**config.mk**
```make
export PLATFORM = sky130hd
export DESIGN_NAME = grammar_token_lexer
export DESIGN_NICKNAME = d
export VERILOG_FILES = /design/src/hdl/gtl_pkg.sv /design/src/hdl/gtl_lexer.sv /design/src/hdl/gtl_out_reg.sv /design/src/hdl/grammar_token_lexer.sv
export SDC_FILE = /design/constraint.sdc
export NUM_CORES = 1
export LEC_CHECK = 0
export ABC_AREA = 1
export BUFFER_PORTS_ARGS = -buffer_cell sky130_fd_sc_hd__clkbuf_2
export CORE_UTILIZATION = 35
export CTS_CLUSTER_DIAMETER = 60
export DETAILED_ROUTE_END_ITERATION = 8
export MAX_ROUTING_LAYER = met4
export SETUP_SLACK_MARGIN = 0.3
export SYNTH_ARGS = -nofsm -noshare
export SYNTH_HDL_FRONTEND = slang
export SYNTH_SLANG_ARGS = --single-unit
```
**constraint.sdc**
```tcl
create_clock -name clk -period 2.9 [get_ports clk]
set_input_delay 0.29 -clock clk [delete_from_list [all_inputs] [get_ports clk]]
set_output_delay 0.29 -clock clk [all_outputs]
set_load 0.05 [all_outputs]
```
**src/hdl/gtl_pkg.sv**
```systemverilog
// Shared types, character codes and limits for the grammar token lexer.
package gtl_pkg;

  localparam int unsigned MAX_SYMBOL_LEN = 64;
  localparam int unsigned TEXT_BYTES     = 16384;
  localparam int unsigned POS_W          = 14;
  localparam int unsigned RUN_W          = 7;
  localparam int unsigned LINE_W         = 16;
  localparam int unsigned LEN_W          = 6;

  localparam logic [7:0] CH_NUL    = 8'h00;
  localparam logic [7:0] CH_TAB    = 8'h09;
  localparam logic [7:0] CH_NL     = 8'h0A;
  localparam logic [7:0] CH_SPACE  = 8'h20;
  localparam logic [7:0] CH_DQUOTE = 8'h22;
  localparam logic [7:0] CH_HASH   = 8'h23;
  localparam logic [7:0] CH_SQUOTE = 8'h27;
  localparam logic [7:0] CH_COLON  = 8'h3A;
  localparam logic [7:0] CH_SEMI   = 8'h3B;
  localparam logic [7:0] CH_LT     = 8'h3C;
  localparam logic [7:0] CH_GT     = 8'h3E;
  localparam logic [7:0] CH_PIPE   = 8'h7C;

  localparam logic [RUN_W-1:0]  RUN_MAX  = RUN_W'(MAX_SYMBOL_LEN);
  localparam logic [POS_W-1:0]  POS_LAST = POS_W'(TEXT_BYTES - 1);
  localparam logic [LINE_W-1:0] LINE_MAX = '1;

  typedef enum logic [2:0] {
    MODE_IDLE    = 3'd0,
    MODE_COMMENT = 3'd1,
    MODE_NONTERM = 3'd2,
    MODE_QUOTE1  = 3'd3,
    MODE_BODY    = 3'd4
  } mode_t;

  typedef enum logic [2:0] {
    KIND_NONTERM = 3'd0,
    KIND_TERM    = 3'd1,
    KIND_EMPTY   = 3'd2,
    KIND_COLON   = 3'd3,
    KIND_PIPE    = 3'd4,
    KIND_SEMI    = 3'd5,
    KIND_END     = 3'd6,
    KIND_ERROR   = 3'd7
  } kind_t;

  typedef enum logic [2:0] {
    ERR_NONE     = 3'd0,
    ERR_NONTERM  = 3'd1,
    ERR_TERM     = 3'd2,
    ERR_BAD_CHAR = 3'd3,
    ERR_TOO_LONG = 3'd4
  } err_t;

  typedef struct packed {
    logic              valid;
    kind_t             kind;
    err_t              err;
    logic [POS_W-1:0]  start;
    logic [LEN_W-1:0]  length;
    logic [LINE_W-1:0] line;
  } result_t;

endpackage

```
**src/hdl/gtl_lexer.sv**
```systemverilog
// Lexer state registers and the per-byte scan logic.
module gtl_lexer (
  input  logic                 clk,
  input  logic                 rst,
  input  logic                 advance,
  input  logic [7:0]           ch,
  output logic                 halted,
  output gtl_pkg::result_t     res
);

  gtl_pkg::mode_t                 mode, mode_next;
  logic                           quote_single, quote_single_next;
  logic [gtl_pkg::POS_W-1:0]      pos, pos_next;
  logic [gtl_pkg::POS_W-1:0]      start, start_next;
  logic [gtl_pkg::RUN_W-1:0]      run, run_next;
  logic [gtl_pkg::LINE_W-1:0]     line, line_next;
  logic                           halted_next;

  logic [gtl_pkg::RUN_W-1:0]      run_inc;
  logic [gtl_pkg::LINE_W-1:0]     line_inc;
  logic [7:0]                     quote_ch;

  assign run_inc  = (run < gtl_pkg::RUN_MAX) ? run + 1'b1 : run;
  assign line_inc = (line < gtl_pkg::LINE_MAX) ? line + 1'b1 : line;
  assign quote_ch = quote_single ? gtl_pkg::CH_SQUOTE : gtl_pkg::CH_DQUOTE;

  always_comb begin
    mode_next         = mode;
    quote_single_next = quote_single;
    start_next        = start;
    run_next          = run;
    line_next         = line;
    halted_next       = halted;
    pos_next          = (pos == gtl_pkg::POS_LAST) ? '0 : pos + 1'b1;
    unique case (mode) inside
      gtl_pkg::MODE_COMMENT: begin
        if (ch == gtl_pkg::CH_NUL) begin
          halted_next = 1'b1;
        end else if (ch == gtl_pkg::CH_NL) begin
          line_next = line_inc;
          mode_next = gtl_pkg::MODE_IDLE;
        end
      end
      gtl_pkg::MODE_NONTERM: begin
        run_next = run_inc;
        if (ch == gtl_pkg::CH_GT) begin
          mode_next = gtl_pkg::MODE_IDLE;
          if (run_inc >= gtl_pkg::RUN_MAX) begin
            halted_next = 1'b1;
          end
        end else if (ch == gtl_pkg::CH_NUL || ch == gtl_pkg::CH_NL) begin
          halted_next = 1'b1;
        end
      end
      gtl_pkg::MODE_QUOTE1, gtl_pkg::MODE_BODY: begin
        if (ch == gtl_pkg::CH_NUL || ch == gtl_pkg::CH_NL) begin
          halted_next = 1'b1;
        end else begin
          run_next = run_inc;
          if (ch == quote_ch) begin
            mode_next = gtl_pkg::MODE_IDLE;
            if (run_inc >= gtl_pkg::RUN_MAX) begin
              halted_next = 1'b1;
            end
          end else begin
            mode_next = gtl_pkg::MODE_BODY;
          end
        end
      end
      default: begin
        mode_next = gtl_pkg::MODE_IDLE;
        case (ch) inside
          gtl_pkg::CH_SPACE, gtl_pkg::CH_TAB: begin
          end
          gtl_pkg::CH_NL: begin
            line_next = line_inc;
          end
          gtl_pkg::CH_HASH: begin
            mode_next = gtl_pkg::MODE_COMMENT;
          end
          gtl_pkg::CH_LT: begin
            start_next = pos;
            run_next   = gtl_pkg::RUN_W'(1);
            mode_next  = gtl_pkg::MODE_NONTERM;
          end
          gtl_pkg::CH_DQUOTE, gtl_pkg::CH_SQUOTE: begin
            start_next        = pos;
            run_next          = gtl_pkg::RUN_W'(1);
            quote_single_next = (ch == gtl_pkg::CH_SQUOTE);
            mode_next         = gtl_pkg::MODE_QUOTE1;
          end
          gtl_pkg::CH_COLON, gtl_pkg::CH_PIPE, gtl_pkg::CH_SEMI: begin
          end
          default: begin
            halted_next = 1'b1;
          end
        endcase
      end
    endcase
  end

  always_comb begin
    res.valid  = 1'b0;
    res.kind   = gtl_pkg::KIND_END;
    res.err    = gtl_pkg::ERR_NONE;
    res.start  = pos;
    res.length = '0;
    res.line   = line;
    unique case (mode) inside
      gtl_pkg::MODE_COMMENT: begin
        if (ch == gtl_pkg::CH_NUL) begin
          res.valid = 1'b1;
        end
      end
      gtl_pkg::MODE_NONTERM: begin
        res.start = start;
        if (ch == gtl_pkg::CH_GT) begin
          res.valid = 1'b1;
          if (run_inc >= gtl_pkg::RUN_MAX) begin
            res.kind = gtl_pkg::KIND_ERROR;
            res.err  = gtl_pkg::ERR_TOO_LONG;
          end else begin
            res.kind   = gtl_pkg::KIND_NONTERM;
            res.length = run_inc[gtl_pkg::LEN_W-1:0];
          end
        end else if (ch == gtl_pkg::CH_NUL || ch == gtl_pkg::CH_NL) begin
          res.valid = 1'b1;
          res.kind  = gtl_pkg::KIND_ERROR;
          res.err   = gtl_pkg::ERR_NONTERM;
        end
      end
      gtl_pkg::MODE_QUOTE1, gtl_pkg::MODE_BODY: begin
        res.start = start;
        if (ch == gtl_pkg::CH_NUL || ch == gtl_pkg::CH_NL) begin
          res.valid = 1'b1;
          res.kind  = gtl_pkg::KIND_ERROR;
          res.err   = gtl_pkg::ERR_TERM;
        end else if (ch == quote_ch) begin
          res.valid = 1'b1;
          if (run_inc >= gtl_pkg::RUN_MAX) begin
            res.kind = gtl_pkg::KIND_ERROR;
            res.err  = gtl_pkg::ERR_TOO_LONG;
          end else begin
            res.kind   = gtl_pkg::kind_t'((run_inc == gtl_pkg::RUN_W'(2)) ?
                                          gtl_pkg::KIND_EMPTY : gtl_pkg::KIND_TERM);
            res.length = run_inc[gtl_pkg::LEN_W-1:0];
          end
        end
      end
      default: begin
        case (ch) inside
          gtl_pkg::CH_SPACE, gtl_pkg::CH_TAB, gtl_pkg::CH_NL, gtl_pkg::CH_HASH,
          gtl_pkg::CH_LT, gtl_pkg::CH_DQUOTE, gtl_pkg::CH_SQUOTE: begin
          end
          gtl_pkg::CH_COLON: begin
            res.valid  = 1'b1;
            res.kind   = gtl_pkg::KIND_COLON;
            res.length = gtl_pkg::LEN_W'(1);
          end
          gtl_pkg::CH_PIPE: begin
            res.valid  = 1'b1;
            res.kind   = gtl_pkg::KIND_PIPE;
            res.length = gtl_pkg::LEN_W'(1);
          end
          gtl_pkg::CH_SEMI: begin
            res.valid  = 1'b1;
            res.kind   = gtl_pkg::KIND_SEMI;
            res.length = gtl_pkg::LEN_W'(1);
          end
          gtl_pkg::CH_NUL: begin
            res.valid = 1'b1;
          end
          default: begin
            res.valid = 1'b1;
            res.kind  = gtl_pkg::KIND_ERROR;
            res.err   = gtl_pkg::ERR_BAD_CHAR;
          end
        endcase
      end
    endcase
    if (halted) begin
      res.valid = 1'b0;
    end
  end

  always_ff @(posedge clk) begin
    if (rst) begin
      mode         <= gtl_pkg::MODE_IDLE;
      quote_single <= 1'b0;
      pos          <= '0;
      start        <= '0;
      run          <= '0;
      line         <= gtl_pkg::LINE_W'(1);
      halted       <= 1'b0;
    end else if (advance && !halted) begin
      mode         <= mode_next;
      quote_single <= quote_single_next;
      pos          <= pos_next;
      start        <= start_next;
      run          <= run_next;
      line         <= line_next;
      halted       <= halted_next;
    end
  end

endmodule

```
**src/hdl/gtl_out_reg.sv**
```systemverilog
// Result register driving the output channel.
module gtl_out_reg (
  input  logic                 clk,
  input  logic                 rst,
  input  logic                 load,
  input  gtl_pkg::result_t     res,
  input  logic                 out_ready,
  output logic                 out_valid,
  output logic                 space,
  output gtl_pkg::result_t     held
);

  assign space = !out_valid || out_ready;

  always_ff @(posedge clk) begin
    if (rst) begin
      out_valid <= 1'b0;
    end else if (space) begin
      out_valid <= load && res.valid;
    end
  end

  always_ff @(posedge clk) begin
    if (space && load && res.valid) begin
      held <= res;
    end
  end

endmodule

```
**src/hdl/grammar_token_lexer.sv**
```systemverilog
// Top level of the grammar token lexer: input register, scan logic, result register.
//
//   channel | signals                       | direction
//   in      | in_valid, in_ready, ch        | byte stream in
//   out     | out_valid, out_ready, token_* | one token per transaction
//
// One byte per cycle unless the output stalls; input and result are registered.
// The input register advances into the scan logic whenever the result register
// is empty or being drained, so a stalled output stalls the input by one slot.
// Reset clears the scan state to between tokens, line one, offset zero.
// After an end or error token every further byte is taken and dropped.
module grammar_token_lexer (
  input  logic                          clk,
  input  logic                          rst,
  input  logic                          in_valid,
  output logic                          in_ready,
  input  logic [7:0]                    ch,
  output logic                          out_valid,
  input  logic                          out_ready,
  output logic [2:0]                    token_kind,
  output logic [2:0]                    error_code,
  output logic [gtl_pkg::POS_W-1:0]     token_start,
  output logic [gtl_pkg::LEN_W-1:0]     token_length,
  output logic [gtl_pkg::LINE_W-1:0]    line_number
);

  logic             s1_valid;
  logic [7:0]       s1_ch;
  logic             space;
  logic             advance;
  logic             halted;
  gtl_pkg::result_t res;
  gtl_pkg::result_t held;

  assign advance  = s1_valid && space;
  assign in_ready = !s1_valid || space;

  always_ff @(posedge clk) begin
    if (rst) begin
      s1_valid <= 1'b0;
    end else if (in_ready) begin
      s1_valid <= in_valid;
    end
  end

  always_ff @(posedge clk) begin
    if (in_ready && in_valid) begin
      s1_ch <= ch;
    end
  end

  gtl_lexer u_lexer (
    .clk     (clk),
    .rst     (rst),
    .advance (advance),
    .ch      (s1_ch),
    .halted  (halted),
    .res     (res)
  );

  gtl_out_reg u_out (
    .clk       (clk),
    .rst       (rst),
    .load      (advance),
    .res       (res),
    .out_ready (out_ready),
    .out_valid (out_valid),
    .space     (space),
    .held      (held)
  );

  assign token_kind   = held.kind;
  assign error_code   = held.err;
  assign token_start  = held.start;
  assign token_length = held.length;
  assign line_number  = held.line;

`ifndef SYNTHESIS
  a_err_fields: assert property (@(posedge clk) disable iff (rst)
    out_valid && token_kind == gtl_pkg::KIND_ERROR |->
      error_code != gtl_pkg::ERR_NONE && token_length == '0)
    else $error("error token with bad code or length");
  a_ok_code: assert property (@(posedge clk) disable iff (rst)
    out_valid && token_kind != gtl_pkg::KIND_ERROR |-> error_code == gtl_pkg::ERR_NONE)
    else $error("non-error token carries an error code");
  a_halt_silent: assert property (@(posedge clk) disable iff (rst)
    halted |-> !res.valid)
    else $error("result produced while halted");
  a_halt_sticky: assert property (@(posedge clk) disable iff (rst)
    halted |=> halted)
    else $error("halt cleared without reset");
  a_line_nonzero: assert property (@(posedge clk) disable iff (rst)
    out_valid |-> line_number != '0)
    else $error("line number zero");
`endif

endmodule

```
**After elaboration in Yosys (flattened, before gate mapping)**

Index checks and enable logic that the tools add are counted.

- Add/sub/neg operators: 3
- Magnitude comparators: 3
- Equality and inequality tests: 35
- Mux-type cells: 74
- Bitwise logic cells: 7
- Reduce and logical (&&, ||, !) cells: 28

Operators with widths:

| operator | count |
|---|---|
| 2-to-1 mux 7 bit | 11 |
| == test 8 x 6 -> 1 bit (second input constant) | 8 |
| 2-to-1 mux 16 bit | 4 |
| 2-to-1 mux 14 bit | 4 |
| 2-to-1 mux 3 bit | 18 |
| 2-to-1 mux 6 bit | 7 |
| one-hot mux 6 bit (3 select lines) | 2 |
| one-hot mux 16 bit (2 select lines) | 1 |
| one-hot mux 7 bit (3 select lines) | 1 |
| 2-to-1 mux 1 bit | 17 |
| adder 16 x 1 -> 16 bit (second input constant) | 1 |
| == test 8 x 4 -> 1 bit (second input constant) | 2 |
| less-than comparator 16 bit (second input constant) | 1 |
| adder 14 x 1 -> 14 bit (second input constant) | 1 |
| == test 14 bit (second input constant) | 1 |
| AND reduction 7 bit | 2 |
| 2-to-1 mux 2 bit | 6 |
| != test 4 x 1 -> 1 bit (second input constant) | 3 |
| != test 2 bit (second input constant) | 5 |
| AND reduction 10 bit | 1 |
| one-hot mux 3 bit (3 select lines) | 1 |
| == test 8 x 7 -> 1 bit (second input constant) | 1 |
| == test 8 bit | 1 |
| logical NOT 8 bit | 1 |
| 27 further kinds | 50 |

- Register bits: 108
- Output and inout port bits: 44

**Logic depth before layout (Yosys ltp)**

- Depth in word-level cells: 10
- Depth in mapped cells: 12
- Mapped depth without buffers: 12

**Cells and area by module**

A second synthesis with hierarchy kept.

- Cells, all modules: 607
- Area total of the unflattened synthesis: 4941.0 sq um

By module, submodules not included:

| module | times used | cells an instance | area an instance (sq um) |
|---|---|---|---|
| gtl_lexer | 1 | 542 | 3306.9 |
| gtl_out_reg | 1 | 49 | 1338.8 |
| grammar_token_lexer | 1 | 16 | 295.3 |

**Worst setup path before layout**

OpenSTA, ideal clock, no wires.

- Path type: reg-to-reg
- Start: register s1_ch[0]
- End: register u_out.held[0] (netlist name)
- Setup time: 0.396 ns
- Arrival: 2.028 ns
- Data required time: 2.504 ns
- Path slack: 0.475 ns
- Cell stages (with the launch flop): 10
- Period minus slack after synthesis: 2.425 ns
- Cells stage by stage: edfxtp_1 > inv_1 > nand2_2 > o21ai_0 > nand3_1 > nand2_1 > nand2_1 > nand3_1 > nand2_1 > inv_1

- Longest elaborated chain between the ends: 7

RTL lines:

| what | line | source |
|---|---|---|
| start, declared | grammar_token_lexer.sv:28 | `logic [7:0] s1_ch;` |
| start signal, assigned | grammar_token_lexer.sv:48 | `s1_ch <= ch;` |
| == test 8 x 4 -> 1 bit or logical NOT 8 bit (tied branches) | gtl_lexer.sv:126, gtl_lexer.sv:134, gtl_lexer.sv:111 |  |
| logical OR 1 bit | gtl_lexer.sv:126, gtl_lexer.sv:134 |  |
| 2-to-1 mux 7 bit | gtl_lexer.sv:126 | `end else if (ch == gtl_pkg::CH_NUL \|\| ch == gtl_pkg::CH_NL) begin` |
| 2-to-1 mux 7 bit | gtl_lexer.sv:117 | `if (ch == gtl_pkg::CH_GT) begin` |
| one-hot mux 1 bit (3 select lines) * | gtl_lexer.sv:109 | `unique case (mode) inside` |
| 2-to-1 mux 1 bit * | gtl_lexer.sv:181 | `if (halted) begin` |
| logical AND 1 bit * | gtl_out_reg.sv:24 | `if (space && load && res.valid) begin` |

Mark *: on every way between the ends. The rest lies on a longest branch, timed or not.
A chain may end at the register's enable or synchronous reset.

**Worst setup path in the final report**

- Start: register s1_ch[4]
- End: register u_lexer.start[6] (netlist bit)

- Longest elaborated chain between the ends: 4

RTL lines:

| what | line | source |
|---|---|---|
| == test 8 x 6 -> 1 bit (no line) or == test 8 x 4 -> 1 bit (tied branches) | - |  |
| OR reduction 2 bit | gtl_lexer.sv:72 | `case (ch) inside` |
| nonzero test 2 bit (no line) or inverter 1 bit (tied branches) | - |  |
| AND reduction 6 bit (no line) | - |  |
| end signal, assigned | gtl_lexer.sv:199 | `start <= start_next;` |
| end, declared | gtl_lexer.sv:14 | `logic [gtl_pkg::POS_W-1:0] start, start_next;` |

Several ways; a longest one is shown, not always the timed one.

==> results.toml <==
[status]
status = "finished, final reports clean"

[timing]
fmax_mhz = 457.5
rsz0062_at_grt = "no"
finalCriticalPeriod_ns = 2.186
slew_headroom_pct = 58.39
slew_viol_final = 0
setup_violations = 0
fin_worst_skew_ns = 0.005973
setup_tns_ns = 0
hold_viol = 0
fin_crit_sh_pct = 75.37
tightestPinTransition_ns = 0.6235

[route]
wl_per_cell_um = 12.11
firstDrtPassIters = 5
vias = 3998
drt_iter0_drc = 309
antenna_left = 0
wl_mm = 10.25
route.detailed.drc = 0
via_per_inst = 4.726

[pwr]
power.total_mw = 3.302
ir_worst_vdd_mv = 0.3120
clkPwrFrac_pct = 39.2
cellPowerDensity_nw_per_um2 = 562.0
p_sw_mw = 0.8185
leakage_nw = 2.244
p_comb_share_pct = 10.2
power_frac_seq_pct = 50.6
switching_share_pct = 24.79
intPower_mw = 2.484

[synth]
syn_avg_cell_area_um2 = 8.438
synth_nets = 617
synthArstFlopShare_pct = 0
synth_top_area_share_pct = 29.56
yosysSeqAreaShare_pct = 52.41
synth_edf_count = 50
synthFlopType = "dfxtp_1"
synth.largest_area_cell = "edfxtp_1"
netlist_area_um2 = 5080
ys_warn_count = 0
ys_seq_elements = 108
synthDistinctLibCells = 42
syn-instance-count = 602
synthTopCellsByArea = "edfxtp_1 30%, dfxtp_1 23%, nand2_1 8.7%"

[global_route]
overflow = 0
grt_max_degree = 39
grt_pass1_wl_mm = 17.82
grt_antenna_before_repair = 0
grt.total_usage_pct = 15.58
grt_pass1_vias = 3885

[layout]
final_common_cell = "nand2_1"
diodes = 0
drive_above_1_share_pct = 19.07
syn2layout_area_growth_pct = 15.67
layout.cells.most_common_list = "118 x nand2_1, 77 x inv_1, 65 x nor2_1, 58 x dfxtp_1, 55 x clkbuf_2"
final_nets = 676
num-fill-cells = 1384
utilization_pct = 41.84

[worst_setup_path]
crit_path_end_kind = "flip-flop"
start_kind = "flip-flop"
crit_arrival_ns = 2.40
path_cells = "inv_2, nand2_1, nor2_4, nand2_2, nand2_2, inv_2, nand2_4, nand3_2, o21ai_0, a21oi_2"
crit_buf_inv = 2
path_delay_family = "simple AND/OR/NAND/NOR gates"
path_class = "reg2reg"
cp_max_fo = 27
slowest_stage = "nand3_2"
required_ns = 3.11
crit_path_max_incr_delay_ns = 0.49

[die]
fp.dieArea_um2 = 15000
dieWidth_um = 122.5
coreArea_um2 = 14040
ioPinCount = 56
num_rows = 43
die_h_um = 122.5
start_util_pct = 36.18

[clock_network]
htreeDepth = 3
cts-resized-gates = 0
worstSkewPairLatency_ns = 0.34
cts_tree = "yes"
cts.sinks = 108
cts_setup_buffers = 0
ctsLongestPathBuffers = 2
cts.clk_slew.worst_paths_ns = 0.07
cts-root-buf = "clkbuf_16"
ctsHoldBuffers = 0
cts_buffers = 9

[place]
dp_hpwl_mm = 7.439
port-buffer-count = 55
place_congestion = 0.9342

[min_path]
hold_path.class = "in2reg"

[run]
cap_viol_max_count = 0
[metrics by stage]
step / std cells / cell area (um2) / setup slack (ns) / hold slack, ns
6_report: 846 / 5876 / 0.7142 / 0.1261
5_1_grt: 846 / 5876 / 0.4399 / 0.1108
4_1_cts: 846 / 5876 / 0.7093 / 0.1135
3_5_place_dp: 830 / 5558 / 0.7285 / 0.4362
3_3_place_gp: 830 / 5558 / 0.7913 / 0.4308
2_1_floorplan: 602 / 5080 / 0.4753 / 0.3595
[worst paths after layout]
path,start,to,slack (ns),cells past startpoint
worst max register to register,s1_ch[4]$_DFFE_PP_,u_lexer.start[6]$_SDFFE_PP0P_,0.71,10
worst min-delay path,ch[5],s1_ch[5]$_DFFE_PP_,0.13,1
worst max-delay path,s1_ch[4]$_DFFE_PP_,u_lexer.start[6]$_SDFFE_PP0P_,0.71,10
worst min register to register,u_lexer.start[0]$_SDFFE_PP0P_,u_lexer.start[0]$_SDFFE_PP0P_,0.44,2
[state kept, by name, summed over array words and instances (netlist names)]
| name | cells |
|---|---|
| u_out.held | 42 |
| u_lexer.line | 16 |
| u_lexer.pos | 14 |
| u_lexer.start | 14 |
| s1_ch | 8 |
| u_lexer.run | 7 |
| u_lexer.mode | 3 |
| s1_valid | 1 |
| u_lexer.halted | 1 |
| u_lexer.quote_single | 1 |
| u_out.out_valid | 1 |
[cells by family after synthesis]
kind of cell | share of synthesized area [%]
and+or+nand+nor | 25.47
DFF | 52.41
AOI/OAI and AO/OA | 11.70
buffers and inverters | 8.128
xor gates and xnor gates | 1.552
adders and majority gates | 0.7390
[power by group through the flow]
stage                     Sequential, mW  Combinational, mW  Clock, mW
after detailed placement            1.70              0.341          0
after floorplan                     1.81              0.143          0
after CTS                           1.67              0.341       1.34
after global routing                1.67              0.372       1.40
after global placement              1.70              0.336          0
final                               1.67              0.337       1.30
[layer usage]
| metal | vias to the layer above | global-route usage [%] | wire length, um |
|---|---|---|---|
| met5 | - | - | 0 |
| met4 | 0 | 4.649 | 86 |
| met3 | 5 | 3.625 | 494 |
| met2 | 100 | 24.33 | 4523 |
| met1 | 1801 | 20.04 | 5144 |
| li1 | 2092 | - | - |
[synth_stat cells (5+ instances only)]
master,n
dfxtp_1,58
nand4_1,8
a21oi_2,10
nor3_1,15
inv_2,9
edfxtp_1,50
xor2_1,9
nand3_1,36
o21ai_0,38
nand2_1,118
nor2_1,65
nand2_2,12
a21oi_1,35
o21ai_1,7
inv_1,78
clkbuf_1,6
nor2_2,5
[area by class of cell]
cell class	instances	area (um2)	area share, %
clock buffers	11	232.7	3.961
flip-flops and latches	108	2663	45.32
well taps	180	225.2	3.833
clock inverters	5	85.08	1.448
inverters	88	332.8	5.664
repair buffers	61	332.8	5.664
multi-input cells	393	2004	34.11
(Power assumes the default switching activity.)
